File: config.mk
export PLATFORM = sky130hd
export DESIGN_NAME = divider_and_timer_unit
export DESIGN_NICKNAME = d
export VERILOG_FILES = /design/src/hw/rtl/dtu_pkg.sv /design/src/hw/rtl/divider_and_timer_unit.sv /design/src/hw/rtl/dtu_datapath.sv /design/src/hw/rtl/dtu_ctrl.sv
export VERILOG_INCLUDE_DIRS = /design/src /design/src/hw/rtl
export SDC_FILE = /design/constraint.sdc
export NUM_CORES = 1
export LEC_CHECK = 0
export ABC_AREA = 1
export BUFFER_PORTS_ARGS = -buffer_cell sky130_fd_sc_hd__buf_2
export CAP_MARGIN = 20
export CORE_MARGIN = 10
export CORE_UTILIZATION = 60
export CTS_CLUSTER_SIZE = 20
export DETAILED_ROUTE_END_ITERATION = 16
export PLACE_DENSITY = 0.79
export SLEW_MARGIN = 15
export SYNTH_ARGS = -nofsm -noshare
export SYNTH_HDL_FRONTEND = slang
export SYNTH_SLANG_ARGS = --single-unit
File: constraint.sdc
create_clock -name clk -period 3.2 [get_ports clk]
set_input_delay 0.16 -clock clk [delete_from_list [all_inputs] [get_ports clk]]
set_output_delay 0.16 -clock clk [all_outputs]
set_load 0.05 [all_outputs]
File: src/hw/rtl/divider_and_timer_unit_defines.svh
// Assertion macros shared by the divider and timer unit RTL.
// No dependencies; define ASSERT_OFF to compile every check away.
`ifndef DIVIDER_AND_TIMER_UNIT_DEFINES_SVH
`define DIVIDER_AND_TIMER_UNIT_DEFINES_SVH

`ifndef ASSERT_OFF

// Clocked check, disabled while reset is asserted.
`define DTU_ASSERT(lbl, clk, rst_n, prop, msg) \
  lbl: assert property (@(posedge clk) disable iff (!rst_n) prop) else $error(msg);

// Clocked check that also runs during reset.
`define DTU_ASSERT_ALWAYS(lbl, clk, prop, msg) \
  lbl: assert property (@(posedge clk) prop) else $error(msg);

`else

`define DTU_ASSERT(lbl, clk, rst_n, prop, msg)
`define DTU_ASSERT_ALWAYS(lbl, clk, prop, msg)

`endif

`endif

File: src/hw/rtl/dtu_pkg.sv
// Shared types and constants of the divider and timer unit.
// No dependencies; imported by every module of the block.
package dtu_pkg;

  localparam int unsigned ACCUM_W  = 9;   // divider accumulator width
  localparam int unsigned CNT_W    = 17;  // timer down-counter, sign bit on top
  localparam int unsigned PERIOD_W = 11;  // widest timer period is 1024

  // Request function codes
  localparam logic [1:0] FUNC_TICK  = 2'd0;
  localparam logic [1:0] FUNC_READ  = 2'd1;
  localparam logic [1:0] FUNC_WRITE = 2'd2;

  // Register indexes
  localparam logic [1:0] REG_DIV  = 2'd0;
  localparam logic [1:0] REG_TIMA = 2'd1;
  localparam logic [1:0] REG_TMA  = 2'd2;
  localparam logic [1:0] REG_TAC  = 2'd3;

  typedef struct packed {
    logic start_tick;    // load the tick: add cycles, subtract from counter if enabled
    logic start_access;  // perform a register access and load the result
    logic step;          // one DIV and/or TIMA step
    logic emit_tick;     // load the result of a finished tick
  } dtu_cmd_t;

  typedef struct packed {
    logic div_busy;      // accumulator still holds a full DIV period
    logic tmr_busy;      // enabled timer counter at zero or below
  } dtu_status_t;

  function automatic logic [PERIOD_W-1:0] rate_period(input logic [1:0] rate);
    logic [PERIOD_W-1:0] p;
    case (rate)
      2'd0:    p = 11'd1024;
      2'd1:    p = 11'd16;
      2'd2:    p = 11'd64;
      default: p = 11'd256;
    endcase
    return p;
  endfunction

endpackage

File: src/hw/rtl/divider_and_timer_unit.sv
// Top level of the divider and timer unit (DIV / TIMA / TMA / TAC).
// Depends on dtu_pkg, dtu_ctrl and dtu_datapath.

// Timer block of a handheld console. Each request is a tick of in_cycle_count
// machine cycles (func 0), a register read (func 1) or a register write
// (func 2); func 3 changes nothing and returns zeros. Every request returns
// exactly one result. A register access returns its result in the cycle after
// the request is taken. A tick walks its step loop while a DIV or TIMA step is
// left, then emits its result; the DIV and timer loops share step cycles, with
// one DIV increment and one TIMA step resolved per cycle. With DIV_PERIOD at
// 256 a tick makes at most one DIV step; TIMA can step up to sixteen times
// per tick at the fastest rate. The request side stalls while a tick is being
// worked off, and while a result is held on a stalled output; a new request
// can be taken in the same cycle the previous result leaves.
module divider_and_timer_unit #(
  parameter int unsigned DIV_PERIOD = 256   // cycles per DIV increment, 16..256
) (
  input  logic       clk,
  input  logic       rst_n,
  // request channel
  input  logic       in_valid,
  output logic       in_stall,
  input  logic [1:0] in_func,
  input  logic [1:0] in_reg_index,
  input  logic [7:0] in_write_data,
  input  logic [7:0] in_cycle_count,
  // result channel
  output logic       out_valid,
  input  logic       out_stall,
  output logic [7:0] out_read_data,
  output logic       out_timer_irq,
  output logic       out_apu_div_pulse
);
  import dtu_pkg::*;

  dtu_cmd_t    cmd;
  dtu_status_t status;

  // Sequence requests: accept, walk the step loop, raise the result valid.
  dtu_ctrl u_ctrl (
    .clk       (clk),
    .rst_n     (rst_n),
    .in_valid  (in_valid),
    .in_stall  (in_stall),
    .in_func   (in_func),
    .out_valid (out_valid),
    .out_stall (out_stall),
    .status    (status),
    .cmd       (cmd)
  );

  // Hold the timer registers and the result payload.
  dtu_datapath #(
    .DIV_PERIOD (DIV_PERIOD)
  ) u_datapath (
    .clk               (clk),
    .rst_n             (rst_n),
    .cmd               (cmd),
    .status            (status),
    .in_func           (in_func),
    .in_reg_index      (in_reg_index),
    .in_write_data     (in_write_data),
    .in_cycle_count    (in_cycle_count),
    .out_read_data     (out_read_data),
    .out_timer_irq     (out_timer_irq),
    .out_apu_div_pulse (out_apu_div_pulse)
  );

endmodule

File: src/hw/rtl/dtu_datapath.sv
// Datapath of the divider and timer unit: timer registers, step logic, result register.
// Depends on dtu_pkg and divider_and_timer_unit_defines.svh.
`include "divider_and_timer_unit_defines.svh"

module dtu_datapath #(
  parameter int unsigned DIV_PERIOD = 256
) (
  input  logic                clk,
  input  logic                rst_n,
  input  dtu_pkg::dtu_cmd_t   cmd,
  output dtu_pkg::dtu_status_t status,
  input  logic [1:0]          in_func,
  input  logic [1:0]          in_reg_index,
  input  logic [7:0]          in_write_data,
  input  logic [7:0]          in_cycle_count,
  output logic [7:0]          out_read_data,
  output logic                out_timer_irq,
  output logic                out_apu_div_pulse
);
  import dtu_pkg::*;

  localparam logic [ACCUM_W-1:0] PERIOD_C = ACCUM_W'(DIV_PERIOD);

  logic [ACCUM_W-1:0]  accum_r, accum_nxt;
  logic [CNT_W-1:0]    cnt_r, cnt_nxt;
  logic [7:0]          div_r, div_nxt;
  logic [7:0]          tima_r, tima_nxt;
  logic [7:0]          tma_r, tma_nxt;
  logic [7:0]          tac_r, tac_nxt;
  logic                irq_flag_r, irq_flag_nxt;
  logic                pulse_flag_r, pulse_flag_nxt;
  logic [7:0]          rd_r, rd_nxt;
  logic                irq_out_r, irq_out_nxt;
  logic                pulse_out_r, pulse_out_nxt;
  logic [PERIOD_W-1:0] period;
  logic [16:0]         tac_sum;
  logic [15:0]         tac_sat;

  assign period          = rate_period(tac_r[1:0]);
  assign status.div_busy = (accum_r >= PERIOD_C);
  assign status.tmr_busy = tac_r[2] && (cnt_r[CNT_W-1] || (cnt_r == '0));

  always_comb begin
    accum_nxt      = accum_r;
    cnt_nxt        = cnt_r;
    div_nxt        = div_r;
    tima_nxt       = tima_r;
    tma_nxt        = tma_r;
    tac_nxt        = tac_r;
    irq_flag_nxt   = irq_flag_r;
    pulse_flag_nxt = pulse_flag_r;
    rd_nxt         = rd_r;
    irq_out_nxt    = irq_out_r;
    pulse_out_nxt  = pulse_out_r;
    tac_sum        = 17'({1'b0, cnt_r[15:0]}) + 17'(rate_period(in_write_data[1:0]));
    tac_sat        = tac_sum[16] ? 16'hFFFF : tac_sum[15:0];

    if (cmd.start_tick) begin
      accum_nxt      = accum_r + ACCUM_W'(in_cycle_count);
      irq_flag_nxt   = 1'b0;
      pulse_flag_nxt = 1'b0;
      if (tac_r[2]) begin
        cnt_nxt = cnt_r - CNT_W'(in_cycle_count);
      end
    end

    if (cmd.step) begin
      if (status.div_busy) begin
        accum_nxt = accum_r - PERIOD_C;
        div_nxt   = div_r + 8'd1;
        // bit 4 falls when the low five bits roll over
        if (div_r[4:0] == 5'h1F) begin
          pulse_flag_nxt = 1'b1;
        end
      end
      if (status.tmr_busy) begin
        cnt_nxt = cnt_r + CNT_W'(period);
        if (tima_r == 8'hFF) begin
          tima_nxt     = tma_r;
          irq_flag_nxt = 1'b1;
        end else begin
          tima_nxt = tima_r + 8'd1;
        end
      end
    end

    if (cmd.start_access) begin
      rd_nxt        = 8'd0;
      irq_out_nxt   = 1'b0;
      pulse_out_nxt = 1'b0;
      case (in_func)
        FUNC_READ: begin
          case (in_reg_index)
            REG_DIV:  rd_nxt = div_r;
            REG_TIMA: rd_nxt = tima_r;
            REG_TMA:  rd_nxt = tma_r;
            default:  rd_nxt = tac_r;
          endcase
        end
        FUNC_WRITE: begin
          case (in_reg_index)
            REG_DIV: begin
              pulse_out_nxt = div_r[4];
              div_nxt       = 8'd0;
            end
            REG_TIMA: tima_nxt = in_write_data;
            REG_TMA:  tma_nxt  = in_write_data;
            default: begin
              tac_nxt = in_write_data;
              if (in_write_data[1:0] != tac_r[1:0]) begin
                cnt_nxt = {1'b0, tac_sat};
              end
            end
          endcase
        end
        default: ;
      endcase
    end

    if (cmd.emit_tick) begin
      rd_nxt        = 8'd0;
      irq_out_nxt   = irq_flag_r;
      pulse_out_nxt = pulse_flag_r;
    end
  end

  always_ff @(posedge clk) begin
    if (!rst_n) begin
      accum_r      <= '0;
      cnt_r        <= CNT_W'(1024);
      div_r        <= '0;
      tima_r       <= '0;
      tma_r        <= '0;
      tac_r        <= '0;
      irq_flag_r   <= 1'b0;
      pulse_flag_r <= 1'b0;
    end else begin
      accum_r      <= accum_nxt;
      cnt_r        <= cnt_nxt;
      div_r        <= div_nxt;
      tima_r       <= tima_nxt;
      tma_r        <= tma_nxt;
      tac_r        <= tac_nxt;
      irq_flag_r   <= irq_flag_nxt;
      pulse_flag_r <= pulse_flag_nxt;
    end
  end

  always_ff @(posedge clk) begin
    rd_r        <= rd_nxt;
    irq_out_r   <= irq_out_nxt;
    pulse_out_r <= pulse_out_nxt;
  end

  assign out_read_data     = rd_r;
  assign out_timer_irq     = irq_out_r;
  assign out_apu_div_pulse = pulse_out_r;

  // Outside a tick the timer counter always stays strictly positive.
  `DTU_ASSERT(a_cnt_positive_at_emit, clk, rst_n, cmd.emit_tick |-> (!cnt_r[CNT_W-1] && (cnt_r != '0)), "timer counter not positive at tick end")
  // A finished tick leaves less than one DIV period in the accumulator.
  `DTU_ASSERT(a_accum_drained, clk, rst_n, cmd.emit_tick |-> (accum_r < PERIOD_C), "divider accumulator not drained at tick end")

endmodule

File: src/hw/rtl/dtu_ctrl.sv
// Controller of the divider and timer unit: request handshake, step sequencing, result valid.
// Depends on dtu_pkg and divider_and_timer_unit_defines.svh.
`include "divider_and_timer_unit_defines.svh"

module dtu_ctrl (
  input  logic                 clk,
  input  logic                 rst_n,
  input  logic                 in_valid,
  output logic                 in_stall,
  input  logic [1:0]           in_func,
  output logic                 out_valid,
  input  logic                 out_stall,
  input  dtu_pkg::dtu_status_t status,
  output dtu_pkg::dtu_cmd_t    cmd
);
  import dtu_pkg::*;

  typedef enum logic [1:0] {
    ST_IDLE = 2'b01,
    ST_STEP = 2'b10
  } state_t;

  state_t state_r, state_nxt;
  logic   out_valid_r, out_valid_nxt;
  logic   accept;
  logic   busy;

  // Take a request only when idle and the result slot is free or draining now.
  assign in_stall = (state_r != ST_IDLE) || (out_valid_r && out_stall);
  assign accept   = in_valid && !in_stall;
  assign busy     = status.div_busy || status.tmr_busy;

  always_comb begin
    cmd.start_tick   = accept && (in_func == FUNC_TICK);
    cmd.start_access = accept && (in_func != FUNC_TICK);
    cmd.step         = (state_r == ST_STEP) && busy;
    cmd.emit_tick    = (state_r == ST_STEP) && !busy;
  end

  always_comb begin
    state_nxt = state_r;
    case (state_r)
      ST_IDLE: if (cmd.start_tick) state_nxt = ST_STEP;
      ST_STEP: if (cmd.emit_tick) state_nxt = ST_IDLE;
      default: state_nxt = ST_IDLE;
    endcase
  end

  always_comb begin
    out_valid_nxt = out_valid_r;
    if (out_valid_r && !out_stall) begin
      out_valid_nxt = 1'b0;
    end
    if (cmd.start_access || cmd.emit_tick) begin
      out_valid_nxt = 1'b1;
    end
  end

  always_ff @(posedge clk) begin
    if (!rst_n) begin
      state_r     <= ST_IDLE;
      out_valid_r <= 1'b0;
    end else begin
      state_r     <= state_nxt;
      out_valid_r <= out_valid_nxt;
    end
  end

  assign out_valid = out_valid_r;

  // A tick that runs out of steps must present its result next cycle.
  `DTU_ASSERT(a_emit_sets_valid, clk, rst_n, cmd.emit_tick |=> out_valid_r, "finished tick produced no result")
  // A new result never lands on one that is still held.
  `DTU_ASSERT(a_no_result_overwrite, clk, rst_n, (cmd.start_access || cmd.emit_tick) |-> !(out_valid_r && out_stall), "result overwritten while held")

endmodule
; ---- Yosys cells after proc, flatten, opt, wreduce, memory -nomap -nowiden
; Cells that the tools add are included.
[word_totals]
register_bits = 73
inputBits = 24
output_inout_bits = 12
elab_cells = 111
[op_classes]
addsub = 7
n_lt_le_gt_ge = 1
n_eq_ne = 16
n_mux = 46
bitwise_logic = 1
reduce_logical = 27
[ops]
columns = op, n
row1 = two-way mux 17 bit, 8
row2 = two-way mux 8 bit, 12
row3 = one-hot mux 11 bit (3 select lines), 2
row4 = two-way mux 9 bit, 3
row5 = one-hot mux 8 bit (3 select lines), 1
row6 = adder 16 x 11 -> 17 bit, 1
row7 = adder 17 x 11 -> 17 bit, 1
row8 = logical NOT 17 bit, 1
row9 = subtractor 17 x 8 -> 17 bit, 1
row10 = adder 8 x 1 -> 8 bit (second input constant), 2
row11 = two-way mux 1 bit, 16
row12 = two-way mux 16 bit, 1
row13 = == test 2 x 1 -> 1 bit (second input constant), 5
row14 = == test 2 bit (second input constant), 5
row15 = adder 9 x 8 -> 9 bit, 1
row16 = >= comparator 9 bit (second input constant), 1
row17 = subtractor 9 bit (second input constant), 1
row18 = == test 8 bit (second input constant), 1
row19 = logical AND 1 bit, 8
row20 = logical NOT 2 bit, 4
row21 = AND reduction 3 bit, 2
row22 = nonzero test 2 bit, 3
row23 = == test 5 bit (second input constant), 1
row24 = logical OR 1 bit, 4
row25 = 9 further kinds, 13

; ---- Logic depth before layout (Yosys ltp)
; Gate-level depths: netlist of run 1.
[depth]
ltp_word = 12
depth_mapped = 15
depth_no_buf = 14

; ---- By module
; Synthesis of run 1 repeated with hierarchy kept, for this count alone.
[unflattened]
cells_unflattened = 815
hier_area_um2 = 5322.6
[modules_own_cells]
columns = mod, n_inst, cells_per_inst, area_per_inst_um2, seq_area_each_um2
row1 = dtu_datapath, 1, 786, 5137.4, 1421.4
row2 = dtu_ctrl, 1, 29, 185.2, 60.1

; ---- Least setup slack after synthesis of run 1
; Ideal clock, no wire load.
[synth_path]
path_kind = input -> register
startpoint = input port in_write_data[0]
endpoint = register u_datapath.cnt_r[14]
setup_time_ns = 0.056
arrival_ns = 1.774
t_required_ns = 3.144
path_slack_ns = 1.370
stages = 15
n_path_buf = 1
cell_sequence = clkbuf_1 inv_1 nor2_1 ha_1 ha_1 nand2_1 a21oi_1 nand4_1 nand2_1 nand2_1 nand2_2 inv_1 a21oi_1 nand2_1 inv_1
[synth_via]
elab_chain_len = 8
word_cells_on_any_way = 11
classes_between = 1 x add/sub / 3 x eq/ne / 6 x mux / 1 x reduce/logical
[synth_rtl]
columns = element, line
row1 = start: declaration, divider_and_timer_unit.sv:25  ; input logic [7:0] in_write_data,
row2 = "== test 2 bit, or another cell as far along", dtu_pkg.sv:34  ; case (rate)
row3 = one-hot mux 11 bit (3 select lines), dtu_pkg.sv:34
row4 = adder 16 x 11 -> 17 bit, dtu_datapath.sv:55  ; tac_sum = 17'({1'b0, cnt_r[15:0]}) + 17'(rate_period(in_write_data[1:0]));
row5 = two-way mux 16 bit, dtu_datapath.sv:56  ; tac_sat = tac_sum[16] ? 16'hFFFF : tac_sum[15:0];
row6 = two-way mux 17 bit *, dtu_datapath.sv:110  ; if (in_write_data[1:0] != tac_r[1:0]) begin
row7 = two-way mux 17 bit *, dtu_datapath.sv:101  ; case (in_reg_index)
row8 = two-way mux 17 bit *, dtu_datapath.sv:91  ; case (in_func)
row9 = two-way mux 17 bit *, dtu_datapath.sv:87  ; if (cmd.start_access) begin
row10 = end signal: assignment, dtu_datapath.sv:139  ; cnt_r <= cnt_nxt;
row11 = end: declaration, dtu_datapath.sv:25  ; logic [CNT_W-1:0] cnt_r, cnt_nxt;
; Every way passes the cells marked *; elsewhere a longest branch is shown, timed or not.
; A chain may end at the register's enable or synchronous reset.

; ---- Worst setup path in the final report of run 1
[layout_path]
startpoint = register u_datapath.cnt_r[13]
endpoint = register u_datapath.tima_r[3]
[layout_via]
elab_chain_len = 9
word_cells_on_any_way = 10
classes_between = 5 x mux / 5 x reduce/logical
[layout_rtl]
columns = element, line
row1 = logical NOT 17 bit *, dtu_datapath.sv:41  ; assign status.tmr_busy = tac_r[2] && (cnt_r[CNT_W-1] || (cnt_r == '0));
row2 = logical OR 1 bit *, dtu_datapath.sv:41
row3 = logical AND 1 bit *, dtu_datapath.sv:41
row4 = logical OR 1 bit, dtu_ctrl.sv:31  ; assign busy = status.div_busy || status.tmr_busy;
row5 = logical AND 1 bit, dtu_ctrl.sv:36  ; cmd.step = (state_r == ST_STEP) && busy;
row6 = two-way mux 8 bit *, dtu_datapath.sv:67  ; if (cmd.step) begin
row7 = two-way mux 8 bit, dtu_datapath.sv:101
row8 = two-way mux 8 bit, dtu_datapath.sv:91
row9 = two-way mux 8 bit *, dtu_datapath.sv:87
row10 = end signal: assignment, dtu_datapath.sv:141  ; tima_r <= tima_nxt;
row11 = end: declaration, dtu_datapath.sv:27  ; logic [7:0] tima_r, tima_nxt;
; Marked as above.

==> metrics.txt, run 1 <==
via count=5185; Layout area overhead=8.12%; Syn Area/Cell=6.57 µm²; GRT met3 Usage=5.69%; Cell Pwr Density=367 nW/µm²; Max clock buf depth=2; Via density=5.74; CP max stage delay=0.46 ns; Die ar.=12400 µm²; number of global-route vias before repair=4857; CTS Sinks=73; # DRC=0; Initial Util=61.4%; met2 usage=33.6%; Post-synth EDFFs=2; die height=111 µm; Synth Flop Type=dfxtp_1; fraction of layout cells with a size suffix above 1=9.64%; Hold Crit Start=in_write_data[6]; CP top delay family=simple AND/OR/NAND/NOR gates; Tmin final=2.47 ns; Yosys cell types=43; Crit path buffers/inverters=1; leakage=2.62 nW; Setup Skew=0.0122 ns; Syn Inst Count=765; final setup vio count=0; Setup TNS=0 ns; worst-path cell chain=nor2_1 > nand2_1 > nor2_1 > nand2_1 > nand2_2 > nand3_2 > inv_2 > o21ai_0 > a22oi_1 > nor2_1 > nor2_1; standard-cell rows=33; Critical Path Start Type=flip-flop; WP data required=3.50 ns; post-cts resize count=0; Reg-to-Reg Start=u_datapath.cnt_r[13]; Yosys Warn Count=0; CTS Root Cell=clkbuf_8; grt peak-use layer=met2; first-pass GRT wire length=23300 µm; IO Count=36; remaining global-route overflow=0; total power=0.00200 W; slowest CP cell=inv_2; most common cell after layout, fill and taps aside=nand2_1; CTS tree=done; Rel. slew slack=52.3%; final hold viol count=0; DRT Pass-1 Iters=9; Worst Tran Pin Value=0.713 ns; kind of critical path=flip-flop to flip-flop; RSZ-0062 raised after global routing=no; max capacitance violation total=0; clk_lat worst skew=0.36 ns; largest net degree at the start of global routing=46; most frequent CP cell=nor2_1; Final ANT Viol Nets=0; post-detailed-routing wire length=14200 µm; antenna violations before repair=0; Min-Delay Path Class=input pin to flip-flop; Worst EP arrival=2.77 ns; Post-CTS Setup Inserts=0; total CTS buffers=9; most frequent cells in the layout=148 x nand2_1, 114 x inv_1, 87 x a21oi_1; Final Max Slew Viols=0; post-synthesis sequential area ratio=29.5%; maximum VDD drop=0.342 mV; Synth Cell Area=5020 µm²; routed length per instance=15.7 µm; cts hold-fix bufs=0; layout net count=849; ANT cells=0; status=finished, final reports clean; Clk pin slew, worst setup/hold paths=0.09 ns; Worst Path Max Fanout=22; ys async rst share=0%; die width=111 µm; Final HPWL DP=10600 µm; crit path from=u_datapath.cnt_r[13]; #FFs+latches synth=73; H-tree levels=3; global routing usage on met1=29.0%; post-layout util=66.4%; port bufs=35; routability cong.=0.954; core footprint=8180 µm²; CP Capture Type=flip-flop; DR iter-0 viols=380; Mapped Nets=820; fmax=406 MHz; gr usage total=21.9%; part of the cycle the worst path needs=77.0%
## metal layers
metal	vias to the layer above	routed length [µm]
met2	211	6370
li1	2577	-
met5	-	0
met4	0	303
met3	29	1150
met1	2368	6330
## registers in the layout (all words and copies together) (netlist names)
| register | count |
|---|---|
| u_ctrl.out_valid | 1 |
| u_datapath.div_r | 8 |
| u_datapath.tac_r | 8 |
| u_datapath.tma_r | 8 |
| u_datapath.out_read_data | 8 |
| u_datapath.out_apu_div_pulse | 1 |
| u_datapath.out_timer_irq | 1 |
| u_datapath.tima_r | 8 |
| u_datapath.cnt_r | 17 |
| u_datapath.irq_flag_r | 1 |
| u_datapath.pulse_flag_r | 1 |
| u_ctrl.state_r | 2 |
| u_datapath.accum_r | 9 |
## path summary, 6_finish.rpt
check,cells after the start,slack (ns),end
setup reg to reg,11,0.73,u_datapath.tima_r[3]
hold / removal,3,0.08,u_datapath.tima_r[6]
hold reg to reg,2,0.46,u_datapath.out_read_data[6]
setup / recovery,11,0.73,u_datapath.tima_r[3]
## synth_stat cells, types with 2 or more instances
library cell,n,share of area (%)
clkbuf_1,6,0.45
inv_1,114,8.5
nor2_1,71,5.3
xnor2_1,5,0.87
a21oi_1,87,8.7
or2_2,3,0.37
o21ai_1,5,0.50
nor2_2,3,0.37
o211ai_1,11,1.6
a22oi_1,7,1.0
a21boi_0,2,0.30
dfxtp_1,71,28
nand2_1,148,11
o22ai_1,7,0.87
nand3_1,39,3.9
fa_1,2,0.80
nand2_2,6,0.75
edfxtp_1,2,1.2
nor3_1,15,1.5
nand4_1,7,0.87
inv_2,7,0.52
o21ai_0,69,6.9
buf_2,5,0.50
ha_1,29,7.2
a31oi_1,2,0.25
buf_6,4,0.90
o21bai_1,2,0.30
xor2_1,20,3.5
nor2_4,2,0.45
## kinds of logic (layout without fill, tap and decap cells)
group | count (synthesis) | in the layout | share of synthesized area (%)
xor+xnor | 25 | 25 | 4.36
fa+ha+maj | 31 | 31 | 8.02
simple gates | 299 | 299 | 25.4
compound gates | 196 | 196 | 21.1
flops | 73 | 73 | 29.5
buf+inv | 141 | 175 | 11.6
## tightest hold or removal path, cell delays in order
cell      delay, ns
buf_2          0.11
o211ai_1       0.09
inv_1          0.05
## per-stage QoR
stage / instances / hold WS [ns] / instance area, µm² / setup WS, ns
finish: 904 / 0.0807 / 5430 / 0.735
global route: 904 / 0.110 / 5430 / 0.595
CTS: 904 / 0.0755 / 5430 / 0.788
detailed placement: 888 / 0.444 / 5220 / 0.799
global placement: 888 / 0.437 / 5220 / 0.888
floorplan: 765 / 0.308 / 5020 / 1.37
## area by class of cell
class	instances	area (µm²)
clock buffer	11	153
multi-input combinational	551	2960
clock inverter	5	60.1
tap	105	131
inverter	123	463
sequential	73	1480
fill	781	2750
timing repair buffer	36	183
## power breakdown
group          switching [W]  total [W]  leakage, nW  internal, W
Sequential         0.0000156   0.000947        0.594     0.000931
Clock               0.000388   0.000799        0.105     0.000411
Combinational       0.000167   0.000250         1.92    0.0000822
No activity file was read; power rests on OpenSTA's default activity.
==> run 2: changes to the inputs <==
--- a/config.mk
+++ b/config.mk
@@ -10,10 +10,10 @@
 export BUFFER_PORTS_ARGS = -buffer_cell sky130_fd_sc_hd__buf_2
 export CAP_MARGIN = 20
 export CORE_MARGIN = 10
-export CORE_UTILIZATION = 60
+export CORE_UTILIZATION = 55
 export CTS_CLUSTER_SIZE = 20
 export DETAILED_ROUTE_END_ITERATION = 16
-export PLACE_DENSITY = 0.79
+export PLACE_DENSITY = 0.77
 export SLEW_MARGIN = 15
 export SYNTH_ARGS = -nofsm -noshare
 export SYNTH_HDL_FRONTEND = slang
==> constraint.sdc (replaced) <==
create_clock -name clk -period 2.1 [get_ports clk]
set_input_delay 0.105 -clock clk [delete_from_list [all_inputs] [get_ports clk]]
set_output_delay 0.105 -clock clk [all_outputs]
set_load 0.05 [all_outputs]
==> metrics.txt, run 2 (synthesized netlist as in run 1, its figures left out) <==
RSZ-0062 raised after global routing=no; routed wl met3=905 µm; kind of critical path=flip-flop to flip-flop; routed length per instance=14.9 µm; Worst Tran Pin Value=0.685 ns; Tmin final=1.94 ns; die height=116 µm; Layout area overhead=12.4%; WP data required=2.35 ns; most frequent CP cell=nand2_1; Hold Crit Start=in_write_data[6]; placed cell area=5390 µm²; status=finished, final reports clean; Multi-input gate area=3000 µm²; Setup Skew=0.0163 ns; most frequent cells in the layout=146 x nand2_1, 114 x inv_1, 85 x a21oi_1; most common cell after layout, fill and taps aside=nand2_1; Largest regs=u_datapath.cnt_r (17), u_datapath.accum_r (9); Cell Int Power=0.00207 W; layout net count=871; Sw Share=30.1%; Register Area=1490 µm²; first-pass GRT wire length=23200 µm; DP Worst Slack=0.0662 ns; CTS Sinks=73; final hold viol count=0; R2R Path End=u_datapath.out_read_data[5]; register-to-register setup slack=0.16 ns; max reg flops=17; remaining global-route overflow=0; Worst EP arrival=2.19 ns; Seq pwr share=48.5%; post-detailed-routing wire length=13800 µm; cells on worst reg2reg path=11; total power=0.00296 W; routability cong.=0.955; IO Count=36; Final ANT Viol Nets=0; DR WL met2=6240 µm; Clk pin slew, worst setup/hold paths=0.09 ns; leakage=2.73 nW; number of global-route vias before repair=4988; Reg-to-Reg Start=u_datapath.cnt_r[10]; Via density=5.60; DRT Pass-1 Iters=5; worst setup margin=0.164 ns; fraction of layout cells with a size suffix above 1=13.8%; largest net degree at the start of global routing=46; switching power=0.000892 W; Largest Register=u_datapath.cnt_r; CTS Root Cell=clkbuf_8; CP max stage delay=0.48 ns; final setup vio count=0; die width=116 µm; Final Max Slew Viols=0; CP Capture Type=flip-flop; cell area after layout=5640 µm²; FILL cells=830; slowest CP cell=dfxtp_1; clock network fraction of total power=38.3%; ANT cells=0; Final HPWL DP=10800 µm; max capacitance violation total=0; Max clock buf depth=2; maximum VDD drop=0.477 mV; standard-cell rows=34; met1 WL=6370 µm; combinational cell fraction of total power=13.2%; total CTS buffers=9; Initial Util=57.0%; Crit path buffers/inverters=2; Setup TNS=0 ns; H-tree levels=3; via count=5202; worst-path cell chain=nor2_1 > nand2_1 > nor2_1 > nand2_1 > nand2_2 > nand2_1 > nand3_1 > o21ai_2 > inv_1 > a22oi_1 > inv_1; CP top delay family=simple AND/OR/NAND/NOR gates; Worst Path Max Fanout=8; Cell Pwr Density=525 nW/µm²; # DRC=0; part of the cycle the worst path needs=92.2%; clk_lat worst skew=0.36 ns; Critical Path Start Type=flip-flop; DR top layer=met4; Hold Path Stages=3; gr usage total=21.0%; port bufs=35; Die ar.=13400 µm²; Hold Path End=u_datapath.tima_r[6]; antenna violations before repair=0; Rel. slew slack=54.2%; fmax=517 MHz; core footprint=8810 µm²; Min-Delay Path Class=input pin to flip-flop; DR iter-0 viols=517; CTS tree=done
[run 2: per-layer routing]
| metal | vias to the layer above | GRT usage [%] |
|---|---|---|
| li1 | 2608 | - |
| met4 | 0 | 8.36 |
| met5 | - | 0 |
| met3 | 29 | 4.13 |
| met2 | 176 | 33.5 |
| met1 | 2389 | 27.3 |
[run 2: repair_timing]
action | in CTS | in global routing
resized for setup | 0 | 17
setup endpoints to repair | 0 | 20
setup buffers | 0 | 1
hold buffers | 0 | 0
[run 2: how the worst max path moves through the flow]
stage / from / to / depth (start not counted)
4_1_cts: u_datapath.cnt_r[0] / u_datapath.cnt_r[16] / 10
3_5_place_dp: u_datapath.cnt_r[0] / u_datapath.cnt_r[16] / 10
6_report: u_datapath.cnt_r[10] / u_datapath.out_read_data[5] / 11
3_3_place_gp: u_datapath.tac_r[0] / u_datapath.cnt_r[14] / 13
2_1_floorplan: u_datapath.cnt_r[0] / u_datapath.cnt_r[12] / 11
5_1_grt: u_datapath.tac_r[0] / u_datapath.cnt_r[14] / 14
[run 2: worst reg2reg max path: stages, from the launching register on]
cell and delay (ns):
dfxtp_1 0.48, nor2_1 0.10, nand2_1 0.10, nor2_1 0.06, nand2_1 0.09, nand2_2 0.07
nand2_1 0.17, nand3_1 0.19, o21ai_2 0.16, inv_1 0.18, a22oi_1 0.19, inv_1 0.05
[run 2: layout make-up]
cell class / count / area share [%]
Multi-Input combinational cell: 551 / 53.1
Sequential cell: 73 / 26.4
Inverter: 123 / 8.20
Timing Repair Buffer: 58 / 6.39
Clock buffer: 10 / 2.64
Tap cell: 108 / 2.39
Clock inverter: 6 / 0.931
[run 2: stage by stage]
stage	cells	utilization (%)	hold WS (ns)
2_1_floorplan	765	-	0.253
3_3_place_gp	912	61.2	0.386
3_5_place_dp	912	61.2	0.392
4_1_cts	928	63.5	0.0216
5_1_grt	929	64.1	0.0382
6_report	929	64.1	0.0396
[run 2: power by group through the flow]
| stage | combinational [W] | sequential (W) | clock, W |
|---|---|---|---|
| after detailed placement | 0.000382 | 0.00147 | 0 |
| after global routing | 0.000440 | 0.00144 | 0.00121 |
| after CTS | 0.000385 | 0.00144 | 0.00116 |
| final | 0.000391 | 0.00144 | 0.00114 |
| after global placement | 0.000375 | 0.00147 | 0 |
| after floorplan | 0.000251 | 0.00149 | 0 |
==> run 3: changes to the inputs <==
--- a/config.mk
+++ b/config.mk
@@ -10,10 +10,9 @@
 export BUFFER_PORTS_ARGS = -buffer_cell sky130_fd_sc_hd__buf_2
 export CAP_MARGIN = 20
 export CORE_MARGIN = 10
-export CORE_UTILIZATION = 55
+export CORE_UTILIZATION = 45
 export CTS_CLUSTER_SIZE = 20
 export DETAILED_ROUTE_END_ITERATION = 16
-export PLACE_DENSITY = 0.77
 export SLEW_MARGIN = 15
 export SYNTH_ARGS = -nofsm -noshare
 export SYNTH_HDL_FRONTEND = slang
==> metrics.txt, run 3 (synthesized netlist as in run 1, its figures left out) <==
remaining global-route overflow=0; Tmin final=1.95 ns; Final HPWL DP=10900 µm; Cell Pwr Density=524 nW/µm²; Worst Tran Pin Value=0.509 ns; crit path from=u_datapath.cnt_r[6]; total CTS buffers=9; cts hold-fix bufs=0; status=finished, final reports clean; port bufs=35; Critical Path Start Type=flip-flop; first-pass GRT wire length=23000 µm; R2R Path End=u_datapath.cnt_r[15]; Cell Int Power=0.00210 W; Clk pin slew, worst setup/hold paths=0.08 ns; most common cell after layout, fill and taps aside=nand2_1; fraction of layout cells with a size suffix above 1=13.7%; Final Max Slew Viols=0; clock network fraction of total power=38.4%; die height=126 µm; final hold viol count=0; DP Worst Slack=0.0845 ns; combinational cell fraction of total power=13.3%; placed insts=950; max capacitance violation total=0; FILL cells=1113; Hold Path Stages=3; CP Capture Type=flip-flop; Via density=5.23; CTS Root Cell=clkbuf_8; final setup vio count=0; non-filler cells, final=966; Worst Path Max Fanout=5; cells on worst reg2reg path=8; max reg flops=17; CTS tree=done; largest net degree at the start of global routing=20; worst setup margin=0.148 ns; gr usage total=17.3%; DRT Pass-1 Iters=5; CTS Sinks=73; fmax=512 MHz; clk_lat worst skew=0.37 ns; Initial Util=46.1%; Largest Register=u_datapath.cnt_r; routed length per instance=14.5 µm; standard-cell rows=38; Sw Share=29.3%; maximum VDD drop=0.403 mV; leakage=2.75 nW; Min-Delay Path Class=input pin to flip-flop; post-cts resize count=0; ANT cells=0; Seq pwr share=48.3%; Hold Path End=u_datapath.tima_r[6]; antenna violations before repair=0; register-to-register setup slack=0.15 ns; H-tree levels=3; switching power=0.000873 W; Max clock buf depth=2; layout net count=876; # DRC=0; Final ANT Viol Nets=0; Rel. slew slack=66.0%; post-detailed-routing wire length=14000 µm; core footprint=10900 µm²; Layout area overhead=13.1%; Die ar.=15800 µm²; IO Count=36; Setup Skew=0.00957 ns; routability cong.=0.925; die width=126 µm; Largest regs=u_datapath.cnt_r (17), u_datapath.accum_r (9); WP data required=2.37 ns; kind of critical path=flip-flop to flip-flop; number of global-route vias before repair=4619; Post-CTS Setup Inserts=0; Worst EP arrival=2.22 ns; DR iter-0 viols=455; part of the cycle the worst path needs=93.0%; most frequent cells in the layout=148 x nand2_1, 114 x inv_1, 85 x a21oi_1; Hold Crit Start=in_write_data[6]; Reg-to-Reg Start=u_datapath.cnt_r[6]; via count=5050; Setup TNS=0 ns
==> run 3: changes by cell type in the layout (fill, tap and decap cells not counted), sizes merged <==
| cell | before | now |
|---|---|---|
| buf | 58 | 63 |
| clkinv | 2 | 5 |
| inv | 125 | 122 |
| bufinv | 0 | 1 |
| clkbuf | 10 | 9 |
==> run 3: how the worst max path moves through the flow <==
stage                                       to  slack [ns]  cells past startpoint
after floorplan           u_datapath.cnt_r[12]        0.28                     11
after global placement    u_datapath.cnt_r[12]        0.12                     11
after detailed placement  u_datapath.cnt_r[16]        0.08                     10
after CTS                 u_datapath.cnt_r[16]        0.07                     10
after global routing      u_datapath.cnt_r[11]      -0.003                     12
final                     u_datapath.cnt_r[15]        0.15                      8
==> run 3: per-layer routing <==
metal | global-route usage (%) | up-vias | part of all wire, %
met2 | 26.0 | 130 | 44
met5 | 0 | - | 0
met4 | 4.67 | 0 | 0.92
li1 | - | 2622 | -
met3 | 3.40 | 12 | 5.6
met1 | 24.5 | 2286 | 50
==> run 3: power by group through the flow <==
stage	sequential [W]	clock (W)	combinational [W]
floorplan	0.00149	0	0.000251
global placement	0.00147	0	0.000388
detailed placement	0.00147	0	0.000392
CTS	0.00144	0.00116	0.000395
global route	0.00144	0.00123	0.000447
finish	0.00144	0.00114	0.000396
==> run 3: layout make-up <==
cell class | count | area [µm²] | area share [%]
multi-input cells | 551 | 2980 | 52.4
flip-flops and latches | 73 | 1490 | 26.2
inverters | 123 | 463 | 8.15
repair buffers | 63 | 385 | 6.78
well taps | 140 | 175 | 3.08
clock buffers | 9 | 124 | 2.18
clock inverters | 7 | 68.8 | 1.21
==> run 3: metrics by stage <==
step,power (W),instance area (µm²),util [%],hold slack [ns]
after global placement,0.00186,5460,50.2,0.394
after floorplan,0.00174,5020,-,0.253
after CTS,0.00300,5660,52.0,0.0165
after global routing,0.00312,5680,52.2,0.0381
after detailed placement,0.00186,5460,50.2,0.409
final,0.00297,5680,52.2,0.0255
==> run 3: critical path: stages (launching register included) <==
cell and delay (ns):
dfxtp_1 0.46, ha_1 0.31, nand3_1 0.10, nand2_1 0.11, a21oi_1 0.35, nor3_1 0.11
xor2_1 0.15, o21ai_0 0.20, a21oi_1 0.06
